**src/sv/sdsf_pkg.sv**
```systemverilog
`default_nettype none

package sdsf_pkg;

    localparam int CFG_IDX_W  = 8;
    localparam int CFG_DATA_W = 16;

    typedef logic [CFG_IDX_W-1:0] cfg_idx_t;

    // Register indexes on the configuration channel
    localparam cfg_idx_t REG_DEADZONE_ENABLE = 8'd0;
    localparam cfg_idx_t REG_CLAMP_ZONE      = 8'd1;
    localparam cfg_idx_t REG_DEADBAND        = 8'd2;
    localparam cfg_idx_t REG_MAX_WAIT_MS     = 8'd3;

    localparam logic        RST_DEADZONE_ENABLE = 1'b1;
    localparam logic [14:0] RST_CLAMP_ZONE      = 15'd7864;
    localparam logic [14:0] RST_DEADBAND        = 15'd6000;
    localparam logic [15:0] RST_MAX_WAIT_MS     = 16'd500;

    localparam logic [15:0] Q15_MAX = 16'h7FFF;

    typedef struct packed {
        logic signed [15:0] stick_x;
        logic signed [15:0] stick_y;
        logic               connected;
        logic [31:0]        now_ms;
    } in_beat_t;

    typedef struct packed {
        logic               send;
        logic signed [15:0] frac_x;
        logic signed [15:0] frac_y;
    } out_beat_t;

    // Per-axis divide setup: which side of the deadband, dividend and divisor
    typedef struct packed {
        logic        pos;
        logic        neg;
        logic [15:0] diff;
        logic [15:0] den;
    } axis_t;

    typedef enum logic [2:0] {
        ST_IDLE,
        ST_PREP,
        ST_DIV_X,
        ST_FIN_X,
        ST_DIV_Y,
        ST_FIN_Y,
        ST_EMIT
    } state_t;

    typedef struct packed {
        logic take_in;
        logic prep;
        logic div_step;
        logic axis_y;
        logic fin;
        logic emit;
    } cmd_t;

    typedef struct packed {
        logic conn;
        logic div_last;
        logic out_free;
    } sts_t;

endpackage

`default_nettype wire

```
**src/sv/stick_deadband_send_filter_unit.sv**
```systemverilog
`default_nettype none

// Stick dead zone, Q15 rescale and send-on-change filter. One sample beat in
// gives one result beat out. A connected sample goes from accept to the next
// accept through capture, setup, 16 divider steps and a finish step per axis,
// then the send decision; a disconnected sample skips the divider. Both axes
// share the single radix-2 restoring divider in turn. A new sample is taken
// only once the last result sits in the output register, so a stalled
// result holds the block only in its send state. Config writes are taken in
// any cycle, and must only be issued while no sample is in flight.

module stick_deadband_send_filter_unit (
    input  wire logic                            aclk,
    input  wire logic                            aresetn,
    input  wire logic                            s_valid,
    output logic                                 s_ready,
    input  wire sdsf_pkg::in_beat_t              s_data,
    output logic                                 m_valid,
    input  wire logic                            m_ready,
    output sdsf_pkg::out_beat_t                  m_data,
    input  wire logic                            cfg_valid,
    output logic                                 cfg_ready,
    input  wire logic [sdsf_pkg::CFG_IDX_W-1:0]  cfg_index,
    input  wire logic [sdsf_pkg::CFG_DATA_W-1:0] cfg_data
);

    sdsf_pkg::cmd_t cmd;
    sdsf_pkg::sts_t sts;

    sdsf_ctrl u_ctrl (
        .aclk    (aclk),
        .aresetn (aresetn),
        .s_valid (s_valid),
        .s_ready (s_ready),
        .sts     (sts),
        .cmd     (cmd)
    );

    sdsf_dp u_dp (
        .aclk      (aclk),
        .aresetn   (aresetn),
        .cmd       (cmd),
        .sts       (sts),
        .s_data    (s_data),
        .m_valid   (m_valid),
        .m_ready   (m_ready),
        .m_data    (m_data),
        .cfg_valid (cfg_valid),
        .cfg_ready (cfg_ready),
        .cfg_index (cfg_index),
        .cfg_data  (cfg_data)
    );

endmodule

`default_nettype wire

```
**src/sv/sdsf_ctrl.sv**
```systemverilog
`default_nettype none

module sdsf_ctrl (
    input  wire logic            aclk,
    input  wire logic            aresetn,
    input  wire logic            s_valid,
    output logic                 s_ready,
    input  wire sdsf_pkg::sts_t  sts,
    output sdsf_pkg::cmd_t       cmd
);

    sdsf_pkg::state_t state_reg;
    sdsf_pkg::state_t state_next;

    always_ff @(posedge aclk) begin
        if (!aresetn) begin
            state_reg <= sdsf_pkg::ST_IDLE;
        end else begin
            state_reg <= state_next;
        end
    end

    always_comb begin
        state_next = state_reg;
        case (state_reg)
            sdsf_pkg::ST_IDLE: begin
                if (s_valid) state_next = sdsf_pkg::ST_PREP;
            end
            sdsf_pkg::ST_PREP: begin
                // disconnected samples skip the divider
                state_next = sts.conn ? sdsf_pkg::ST_DIV_X : sdsf_pkg::ST_EMIT;
            end
            sdsf_pkg::ST_DIV_X: begin
                if (sts.div_last) state_next = sdsf_pkg::ST_FIN_X;
            end
            sdsf_pkg::ST_FIN_X: begin
                state_next = sdsf_pkg::ST_DIV_Y;
            end
            sdsf_pkg::ST_DIV_Y: begin
                if (sts.div_last) state_next = sdsf_pkg::ST_FIN_Y;
            end
            sdsf_pkg::ST_FIN_Y: begin
                state_next = sdsf_pkg::ST_EMIT;
            end
            sdsf_pkg::ST_EMIT: begin
                if (sts.out_free) state_next = sdsf_pkg::ST_IDLE;
            end
            default: begin
                state_next = sdsf_pkg::ST_IDLE;
            end
        endcase
    end

    always_comb begin
        cmd     = '0;
        s_ready = 1'b0;
        case (state_reg)
            sdsf_pkg::ST_IDLE: begin
                s_ready     = 1'b1;
                cmd.take_in = s_valid;
            end
            sdsf_pkg::ST_PREP: begin
                cmd.prep = 1'b1;
            end
            sdsf_pkg::ST_DIV_X: begin
                cmd.div_step = 1'b1;
            end
            sdsf_pkg::ST_FIN_X: begin
                cmd.fin = 1'b1;
            end
            sdsf_pkg::ST_DIV_Y: begin
                cmd.div_step = 1'b1;
                cmd.axis_y   = 1'b1;
            end
            sdsf_pkg::ST_FIN_Y: begin
                cmd.fin    = 1'b1;
                cmd.axis_y = 1'b1;
            end
            sdsf_pkg::ST_EMIT: begin
                cmd.emit = sts.out_free;
            end
            default: begin
                cmd = '0;
            end
        endcase
    end

endmodule

`default_nettype wire

```
**src/sv/sdsf_dp.sv**
```systemverilog
`default_nettype none

module sdsf_dp (
    input  wire logic                          aclk,
    input  wire logic                          aresetn,
    input  wire sdsf_pkg::cmd_t                cmd,
    output sdsf_pkg::sts_t                     sts,
    input  wire sdsf_pkg::in_beat_t            s_data,
    output logic                               m_valid,
    input  wire logic                          m_ready,
    output sdsf_pkg::out_beat_t                m_data,
    input  wire logic                          cfg_valid,
    output logic                               cfg_ready,
    input  wire logic [sdsf_pkg::CFG_IDX_W-1:0]  cfg_index,
    input  wire logic [sdsf_pkg::CFG_DATA_W-1:0] cfg_data
);

    function automatic sdsf_pkg::axis_t axis_prep(logic signed [15:0] v, logic [14:0] db);
        logic signed [16:0] vw;
        logic signed [16:0] dbw;
        sdsf_pkg::axis_t    a;
        vw     = {v[15], v};
        dbw    = {2'b00, db};
        a.pos  = vw > dbw;
        a.neg  = vw < -dbw;
        a.diff = a.pos ? 16'(vw - dbw) : 16'(-dbw - vw);
        a.den  = a.pos ? 16'(17'sd32767 - dbw) : 16'(17'sd32768 - dbw);
        return a;
    endfunction

    // configuration
    logic        dz_en_reg;
    logic [14:0] clamp_reg;
    logic [14:0] db_reg;
    logic [15:0] maxw_reg;

    assign cfg_ready = 1'b1;

    always_ff @(posedge aclk) begin
        if (!aresetn) begin
            dz_en_reg <= sdsf_pkg::RST_DEADZONE_ENABLE;
            clamp_reg <= sdsf_pkg::RST_CLAMP_ZONE;
            db_reg    <= sdsf_pkg::RST_DEADBAND;
            maxw_reg  <= sdsf_pkg::RST_MAX_WAIT_MS;
        end else if (cfg_valid) begin
            case (cfg_index)
                sdsf_pkg::REG_DEADZONE_ENABLE: dz_en_reg <= cfg_data[0];
                sdsf_pkg::REG_CLAMP_ZONE:      clamp_reg <= cfg_data[14:0];
                sdsf_pkg::REG_DEADBAND:        db_reg    <= cfg_data[14:0];
                sdsf_pkg::REG_MAX_WAIT_MS:     maxw_reg  <= cfg_data[15:0];
                default: ;
            endcase
        end
    end

    // input capture and per-axis setup
    sdsf_pkg::in_beat_t in_reg;
    sdsf_pkg::axis_t    ax_reg;
    sdsf_pkg::axis_t    ay_reg;

    logic [15:0]        mag_x;
    logic [15:0]        mag_y;
    logic               clamp;
    logic signed [15:0] xc;
    logic signed [15:0] yc;

    always_comb begin
        mag_x = in_reg.stick_x[15] ? 16'(-in_reg.stick_x) : in_reg.stick_x;
        mag_y = in_reg.stick_y[15] ? 16'(-in_reg.stick_y) : in_reg.stick_y;
        clamp = dz_en_reg && (mag_x <= {1'b0, clamp_reg}) && (mag_y <= {1'b0, clamp_reg});
        xc    = clamp ? 16'sd0 : in_reg.stick_x;
        yc    = clamp ? 16'sd0 : in_reg.stick_y;
    end

    always_ff @(posedge aclk) begin
        if (cmd.take_in) in_reg <= s_data;
        if (cmd.prep) begin
            ax_reg <= axis_prep(xc, db_reg);
            ay_reg <= axis_prep(yc, db_reg);
        end
    end

    // shared restoring divider, one quotient bit per cycle; the first step
    // compares the unshifted difference since the quotient is at most 32768
    sdsf_pkg::axis_t sel;
    logic [3:0]      cnt_reg;
    logic [15:0]     rem_reg;
    logic [15:0]     rem_next;
    logic [15:0]     quo_reg;
    logic [16:0]     trial;
    logic [16:0]     sub;
    logic            ge;

    always_comb begin
        sel      = cmd.axis_y ? ay_reg : ax_reg;
        trial    = (cnt_reg == 4'd0) ? {1'b0, sel.diff} : {rem_reg, 1'b0};
        sub      = trial - {1'b0, sel.den};
        ge       = trial >= {1'b0, sel.den};
        rem_next = ge ? sub[15:0] : trial[15:0];
    end

    always_ff @(posedge aclk) begin
        if (!aresetn) begin
            cnt_reg <= 4'd0;
        end else if (cmd.div_step) begin
            cnt_reg <= cnt_reg + 4'd1;
        end
    end

    always_ff @(posedge aclk) begin
        if (cmd.div_step) begin
            rem_reg <= rem_next;
            quo_reg <= {quo_reg[14:0], ge};
        end
    end

    // quotient to Q15: saturate above, negate below
    logic [15:0] frac;
    logic [15:0] fx_reg;
    logic [15:0] fy_reg;

    always_comb begin
        if (sel.pos) begin
            frac = quo_reg[15] ? sdsf_pkg::Q15_MAX : quo_reg;
        end else if (sel.neg) begin
            frac = 16'(-quo_reg);
        end else begin
            frac = 16'd0;
        end
    end

    always_ff @(posedge aclk) begin
        if (cmd.fin) begin
            if (cmd.axis_y) fy_reg <= frac;
            else            fx_reg <= frac;
        end
    end

    // send decision and history
    logic [15:0] last_x_reg;
    logic [15:0] last_y_reg;
    logic [31:0] last_time_reg;
    logic [31:0] elapsed;
    logic        send;

    always_comb begin
        elapsed = in_reg.now_ms - last_time_reg;
        send    = in_reg.connected &&
                  ((elapsed > {16'd0, maxw_reg}) ||
                   (fx_reg != last_x_reg) || (fy_reg != last_y_reg));
    end

    always_ff @(posedge aclk) begin
        if (!aresetn) begin
            last_x_reg    <= 16'd0;
            last_y_reg    <= 16'd0;
            last_time_reg <= 32'd0;
        end else if (cmd.emit && send) begin
            last_x_reg    <= fx_reg;
            last_y_reg    <= fy_reg;
            last_time_reg <= in_reg.now_ms;
        end
    end

    // output register
    logic                m_valid_reg;
    sdsf_pkg::out_beat_t m_data_reg;

    always_ff @(posedge aclk) begin
        if (!aresetn) begin
            m_valid_reg <= 1'b0;
        end else if (cmd.emit) begin
            m_valid_reg <= 1'b1;
        end else if (m_ready) begin
            m_valid_reg <= 1'b0;
        end
    end

    always_ff @(posedge aclk) begin
        if (cmd.emit) begin
            m_data_reg.send   <= send;
            m_data_reg.frac_x <= in_reg.connected ? fx_reg : 16'd0;
            m_data_reg.frac_y <= in_reg.connected ? fy_reg : 16'd0;
        end
    end

    assign m_valid = m_valid_reg;
    assign m_data  = m_data_reg;

    assign sts.conn     = in_reg.connected;
    assign sts.div_last = (cnt_reg == 4'hF);
    assign sts.out_free = !m_valid_reg || m_ready;

endmodule

`default_nettype wire

```
**config.mk**
```make
export PLATFORM = sky130hd
export DESIGN_NAME = stick_deadband_send_filter_unit
export DESIGN_NICKNAME = d
export VERILOG_FILES = /design/src/sv/sdsf_pkg.sv /design/src/sv/stick_deadband_send_filter_unit.sv /design/src/sv/sdsf_ctrl.sv /design/src/sv/sdsf_dp.sv
export SDC_FILE = /design/constraint.sdc
export NUM_CORES = 1
export LEC_CHECK = 0
export BUFFER_PORTS_ARGS = -buffer_cell sky130_fd_sc_hd__buf_4
export CAP_MARGIN = 20
export CORE_MARGIN = 3
export CORE_UTILIZATION = 30
export CTS_CLUSTER_DIAMETER = 30
export DETAILED_ROUTE_END_ITERATION = 8
export GPL_TIMING_DRIVEN = 0
export PLACE_DENSITY = 0.45
export RECOVER_POWER = 50
export SLEW_MARGIN = 20
export SYNTH_ARGS = -nofsm -noshare
export SYNTH_HDL_FRONTEND = slang
export SYNTH_SLANG_ARGS = --single-unit
```
**constraint.sdc**
```tcl
create_clock -name aclk -period 5.8 [get_ports aclk]
set_input_delay 1.16 -clock aclk [delete_from_list [all_inputs] [get_ports aclk]]
set_output_delay 1.16 -clock aclk [all_outputs]
set_load 0.02 [all_outputs]
```
# Yosys cells after proc, flatten, opt, wreduce, memory -nomap -nowiden
# Cells that the tools add are included.
[totals] reg_bits=349
[classes] addsub=13 eq_ne=16 bitwise_logic=1 muxes=29 n_reduce_logical=22 order_cmp=8
[ops] op="2-to-1 mux 16 bit" count=11
[ops] op="subtractor 16 bit" count=5
[ops] op="negation 16 bit" count=3
[ops] op="less-than comparator 16 x 17 -> 1 bit" count=2
[ops] op="2-to-1 mux 34 bit" count=1
[ops] op="greater-than comparator 16 bit" count=2
[ops] op="greater-than comparator 32 x 16 -> 1 bit" count=1
[ops] op="less-or-equal comparator 16 x 15 -> 1 bit" count=2
[ops] op="!= test 16 bit" count=2
[ops] op="subtractor 32 bit" count=1
[ops] op="case mux 3 bit (7 select lines)" count=1
[ops] op=">= comparator 17 x 16 -> 1 bit" count=1
[ops] op="2-to-1 mux 17 bit" count=1
[ops] op="negation 15 -> 17 bit" count=1
[ops] op="== test 8 x 2 -> 1 bit, second input constant" count=2
[ops] op="subtractor 15 x 15 -> 16 bit, first input constant" count=1
[ops] op="subtractor 16 x 15 -> 16 bit, first input constant" count=1
[ops] op="2-to-1 mux 15 bit" count=1
[ops] op="2-to-1 mux 3 bit" count=5
[ops] op="AND reduction 2 bit" count=6
[ops] op="== test 3 bit, second input constant" count=3
[ops] op="2-to-1 mux 1 bit" count=9
[ops] op="== test 8 x 1 -> 1 bit, second input constant" count=1
[ops] op="zero test 8 bit" count=1
[ops] op="15 further kinds" count=25

# Depth between registers and ports, before layout
[depth] ltp_word=8 depth_mapped=31 depth_no_buf=28

# Cells and area by module
# Synthesis repeated with hierarchy kept, for this count alone.
[hier_totals] hier_cells=2312 area_unflattened_um2=22181.3
[modules_own_cells] module="sdsf_dp" cells_per_inst=2286 seq_area_each_um2=9228.9 area_per_inst_um2=21951.1 instances=1
[modules_own_cells] module="sdsf_ctrl" cells_per_inst=26 seq_area_each_um2=60.1 area_per_inst_um2=230.2 instances=1

# Worst setup path after synthesis
# Ideal clock, no wire load.
[synth_timing] path_kind="register -> register" from="register u_dp.in_reg[52] (netlist bit)" to="register u_dp.ay_reg[14] (netlist bit) (data pin)" setup_ps=263 synth_period_minus_slack_ps=6286 path_stages_with_launch=29 t_required_ps=5537 arrival_time_ps=6022 setup_slack_ps=-486 cell_sequence="edfxtp_1 > or4_4 > or4_1 > o41ai_1 > xnor2_1 > ha_1 > nand3_1 > nor4_1 > a221o_1 > a21oi_2 > nand2_1 > clkbuf_1 > buf_1 > nand2_1 > ha_1 > fa_1 > nor2b_1 > o21ai_0 > a21boi_0 > o21ai_0 > nand2b_1 > a21o_1 > a311oi_1 > nor3_1 > o31ai_1 > inv_1 > clkbuf_1 > nor2_1 > xnor2_1"
[synth_via] elab_chain_len=8
[synth_rtl] element="start, declared" line_no="sdsf_dp.sv:57" text="sdsf_pkg::in_beat_t in_reg;"
[synth_rtl] element="start signal, assigned" line_no="sdsf_dp.sv:76" text="if (cmd.take_in) in_reg <= s_data;"
[synth_rtl] element="negation 16 bit" line_no="sdsf_dp.sv:68" text="mag_x = in_reg.stick_x[15] ? 16'(-in_reg.stick_x) : in_reg.stick_x;"
[synth_rtl] element="2-to-1 mux 16 bit *" line_no="sdsf_dp.sv:68"
[synth_rtl] element="less-or-equal comparator 16 x 15 -> 1 bit *" line_no="sdsf_dp.sv:70" text="clamp = dz_en_reg && (mag_x <= {1'b0, clamp_reg}) && (mag_y <= {1'b0, clamp_reg});"
[synth_rtl] element="logical AND 1 bit * (2 in series)" line_no="sdsf_dp.sv:70"
[synth_rtl] element="2-to-1 mux 16 bit *" line_no="sdsf_dp.sv:72" text="yc = clamp ? 16'sd0 : in_reg.stick_y;"
[synth_rtl] element="greater-than comparator 16 bit *" line_no="sdsf_dp.sv:24" text="a.pos = vw > dbw;"
[synth_rtl] element="2-to-1 mux 16 bit *" line_no="sdsf_dp.sv:27" text="a.den = a.pos ? 16'(17'sd32767 - dbw) : 16'(17'sd32768 - dbw);"
[synth_rtl] element="end signal, assigned" line_no="sdsf_dp.sv:79" text="ay_reg <= axis_prep(yc, db_reg);"
[synth_rtl] element="end, declared" line_no="sdsf_dp.sv:59" text="sdsf_pkg::axis_t ay_reg;"
# Every way passes the cells marked *; elsewhere a longest branch is shown, timed or not.
# A chain may end at the register's enable or synchronous reset.

# Worst setup path after layout
[layout_timing] from="register u_dp.in_reg[33] (netlist bit)" to="register u_dp.ax_reg[31] (netlist bit) (data pin)"
[layout_via] elab_chain_len=7
[layout_rtl] element="negation 16 bit" line_no="sdsf_dp.sv:69" text="mag_y = in_reg.stick_y[15] ? 16'(-in_reg.stick_y) : in_reg.stick_y;"
[layout_rtl] element="2-to-1 mux 16 bit *" line_no="sdsf_dp.sv:69"
[layout_rtl] element="less-or-equal comparator 16 x 15 -> 1 bit *" line_no="sdsf_dp.sv:70"
[layout_rtl] element="logical AND 1 bit *" line_no="sdsf_dp.sv:70"
[layout_rtl] element="2-to-1 mux 16 bit *" line_no="sdsf_dp.sv:71" text="xc = clamp ? 16'sd0 : in_reg.stick_x;"
[layout_rtl] element="subtractor 16 bit or greater-than comparator 16 bit (tied branches)" line_no="sdsf_dp.sv:26, sdsf_dp.sv:24"
[layout_rtl] element="2-to-1 mux 16 bit *" line_no="sdsf_dp.sv:26" text="a.diff = a.pos ? 16'(vw - dbw) : 16'(-dbw - vw);"
[layout_rtl] element="end signal, assigned" line_no="sdsf_dp.sv:78" text="ax_reg <= axis_prep(xc, db_reg);"
[layout_rtl] element="end, declared" line_no="sdsf_dp.sv:58" text="sdsf_pkg::axis_t ax_reg;"
# Marked as above.

==> flow_summary_export.csv <==
group,metric,value,unit
routing,drtPass1Iterations,5,
worst_setup_path,arrival,6.31,ns
worst_setup_path,crit_path_start_kind,"flop",
sta,fmaxAchievable,167,MHz
layout,fin_util,40.4,%
min_path,min_path_cells,2,
routing,drt-initial-drc-count,998,
layout,fin_nets,2888,
sta,hold_viol,0,
layout,largest_register_ffs,64,
power,power_density,354,mW/mm²
die,io_pins,130,
sta,slew_viol_final,77,
clocking,numCtsBuffers,86,
die,num_rows,98,
worst_setup_path,crit_fanout,6,
worst_setup_path,cp.depth,30,
routing,drt_wl_total,67.4,mm
synth,synth_edf_count,230,
layout,layout-drive-gt1-share,20.5,%
power,power,0.0103,W
power,leakage,11.6,nW
clocking,hold_buffers,0,
clocking,worstSkewPairLatency,0.62,ns
die,dieArea,0.0770,mm²
clocking,path_clk_slew,0.04,ns
synth,ys_seq_area_share,42.0,%
clocking,cts_tree,"done",
worst_setup_path,critical_path_class,"flop to flop",
outcome,violations,"capacitance limit, slew limit, setup timing",
routing,wl_met2,32.7,mm
clocking,cts_num_sinks,349,
sta,worstMarginPinSlew,2.38,ns
routing,top_layer,"met4",
clocking,cts.root.buffer_cell,"clkbuf_16",
clocking,max-clock-path-buffers,3,
worst_setup_path,crit_family,"simple AND/OR/NAND/NOR gates",
sta,fin_ws,-0.175,ns
routing,met1_length,30.4,mm
clocking,htree_levels,3,
place,gp_congestion,0.881,
synth,yosys_register_bits,349,
layout,flow.area_growth_from_synthesis,32.0,%
sta,final-setup-viol-count,59,
routing,via_per_inst,4.90,
die,start_util,30.6,%
synth,netlist_area,0.0221,mm²
worst_setup_path,ff2ff_path_depth,30,
worst_setup_path,slowest_delay,0.53,ns
routing,drc,0,
routing,antenna_left,0,
global_route,grt_max_degree,40,
synth,yosys_most_used_dff,"edfxtp_1",
routing,via_count,17700,
routing,wl_met3,2.37,mm
global_route,antenna_found_initial,0,
sta,maxSlewHeadroom,-58.7,%
sta,post-route-period-util,103,%
place,portBuffers,127,
global_route,grt_pass1_vias,17900,
run,cap_violations,3,
synth,syn-num-nets,2588,
synth,async_flop_share,0,%
worst_setup_path,required,6.14,ns
sta,rsz0062_at_grt,"yes",
sta,fin_skew,0.0178,ns
power,vdd_drop_max,0.215,mV
global_route,grt_pass1_wl,102,mm
place,hpwlAfterDp,51.6,mm
synth,ys_warn_count,0,
global_route,grt_overflow,0,
synth,synthCells,2299,
die,die_w,277,µm
sta,period_needed,5.97,ns
global_route,track_usage,16.9,%
worst_setup_path,end_kind,"flop",
layout,fin_cells,3620,
synth,syn_area_per_cell,9.61,µm²
worst_setup_path,crit_buf_inv,7,
die,fp.dieH,277,µm
die,core_area,0.0722,mm²
outcome,status,"complete, but fails checks",
routing,wl_per_cell,18.6,µm
worst_setup_path,crit_slowest_cell,"nor4_1",
place,post-place-cells,3382,
min_path,hp-class,"flop to flop",
synth,ys_types,82,
-- synth_stat cells, types with 7 or more instances --
library cell / instances / share of area, %
nand2_1: 313 / 5.3
edfxtp_1: 230 / 31
ha_1: 189 / 11
inv_1: 183 / 3.1
xnor2_1: 135 / 5.4
nor2_1: 127 / 2.2
mux2i_1: 124 / 5.6
dfxtp_1: 119 / 11
a21oi_1: 117 / 2.6
o21ai_0: 97 / 2.2
clkbuf_1: 59 / 1.0
and2_1: 47 / 1.3
nor2b_1: 39 / 1.1
nand3_1: 36 / 0.82
xor2_1: 36 / 1.4
a21boi_0: 31 / 1.1
or3_1: 30 / 0.85
a21o_1: 27 / 0.92
nor3_1: 27 / 0.61
nand2b_1: 26 / 0.74
nand4_1: 25 / 0.71
o21a_1: 23 / 0.78
o211ai_1: 22 / 0.75
nor4_1: 19 / 0.54
and3_1: 16 / 0.45
a31oi_1: 15 / 0.42
o31ai_1: 12 / 0.41
buf_2: 11 / 0.25
mux2_2: 11 / 0.56
o21bai_1: 10 / 0.34
o311ai_0: 9 / 0.36
o31a_1: 9 / 0.36
or4_1: 8 / 0.27
a211oi_1: 7 / 0.24
o41ai_1: 7 / 0.28
-- cell usage in the layout, fill, tap and decap left out, types with 92 or more instances in the layout --
cell type and count:
a21oi_1 96, buf_4 119, clkbuf_16 92, dfxtp_1 119, edfxtp_1 230, ha_1 177, inv_1 178, mux2i_1 120
nand2_1 296, nor2_1 98, xnor2_1 130
-- power breakdown --
| group | internal [W] | switching, W |
|---|---|---|
| logic | 0.00116 | 0.00150 |
| registers | 0.00288 | 0.0000820 |
| clock network | 0.00323 | 0.00147 |
-- per-stage QoR --
step	setup WS (ns)	hold slack [ns]	setup TNS (ns)	instance area, µm²
3_5_place_dp	-1.00	0.448	-54.65	24500
3_3_place_gp	-0.991	0.439	-53.10	24300
6_report	-0.175	0.457	-4.93	29200
4_1_cts	-0.158	0.456	-2.41	28700
5_1_grt	-0.383	0.468	-18.46	29200
2_1_floorplan	0.000950	0.424	0	22200
-- final cells by class --
| type | count | area (µm²) |
|---|---|---|
| inverters | 184 | 701 |
| well taps | 950 | 1190 |
| multi-input cells | 1688 | 12800 |
| flip-flops and latches | 349 | 9290 |
| plain buffers | 77 | 473 |
| repair inverters | 1 | 7.51 |
| diodes | 1 | 2.50 |
| clock inverters | 52 | 549 |
| clock buffers | 106 | 2340 |
| repair buffers | 212 | 1770 |
| fillers | 7128 | 43100 |
-- kinds of logic (layout without fill, tap and decap cells) --
logic type	Yosys count	count (layout)	share of synthesized area, %
buffers and inverters	263	632	4.60
AO/OA/AOI/OAI	442	442	13.2
XOR/XNOR	171	171	6.78
flip-flops	349	349	42.0
multiplexers	135	135	6.18
other	1	2	0.0170
AND/OR/NAND/NOR	742	743	15.9
adder cells (fa/ha/maj)	196	196	11.3
-- worst paths after layout --
check / from / end / slack, ns
max: u_dp.in_reg[33] / u_dp.ax_reg[31] / -0.17
min: u_dp.last_time_reg[28] / u_dp.last_time_reg[28] / 0.46
max reg2reg: u_dp.in_reg[33] / u_dp.ax_reg[31] / -0.17
min reg2reg: u_dp.last_time_reg[28] / u_dp.last_time_reg[28] / 0.46
-- routing by layer --
metal  track usage [%]  vias to the layer above
met5                 0                        -
met4              5.31                        0
met3              3.01                      110
met2              29.2                      337
met1              21.5                     8497
li1                  -                     8789
-- worst register-to-register path: cells and delay by family, from the launching register on --
family | cells | cell delay, ns
adders and majority gates | 2 | 0.46
xor gates and xnor gates | 1 | 0.12
DFF | 1 | 0.40
muxes | 1 | 0.17
buffers and inverters | 7 | 0.96
and+or+nand+nor | 11 | 2.08
AOI/OAI and AO/OA | 8 | 1.49
-- repair_timing --
item	4_1_cts	5_1_grt
buffers inserted	60	14
pin swaps	58	31
cloned	7	1
setup endpoints to repair	79	133
resized for setup	186	115
No activity file was read; power rests on OpenSTA's default activity.
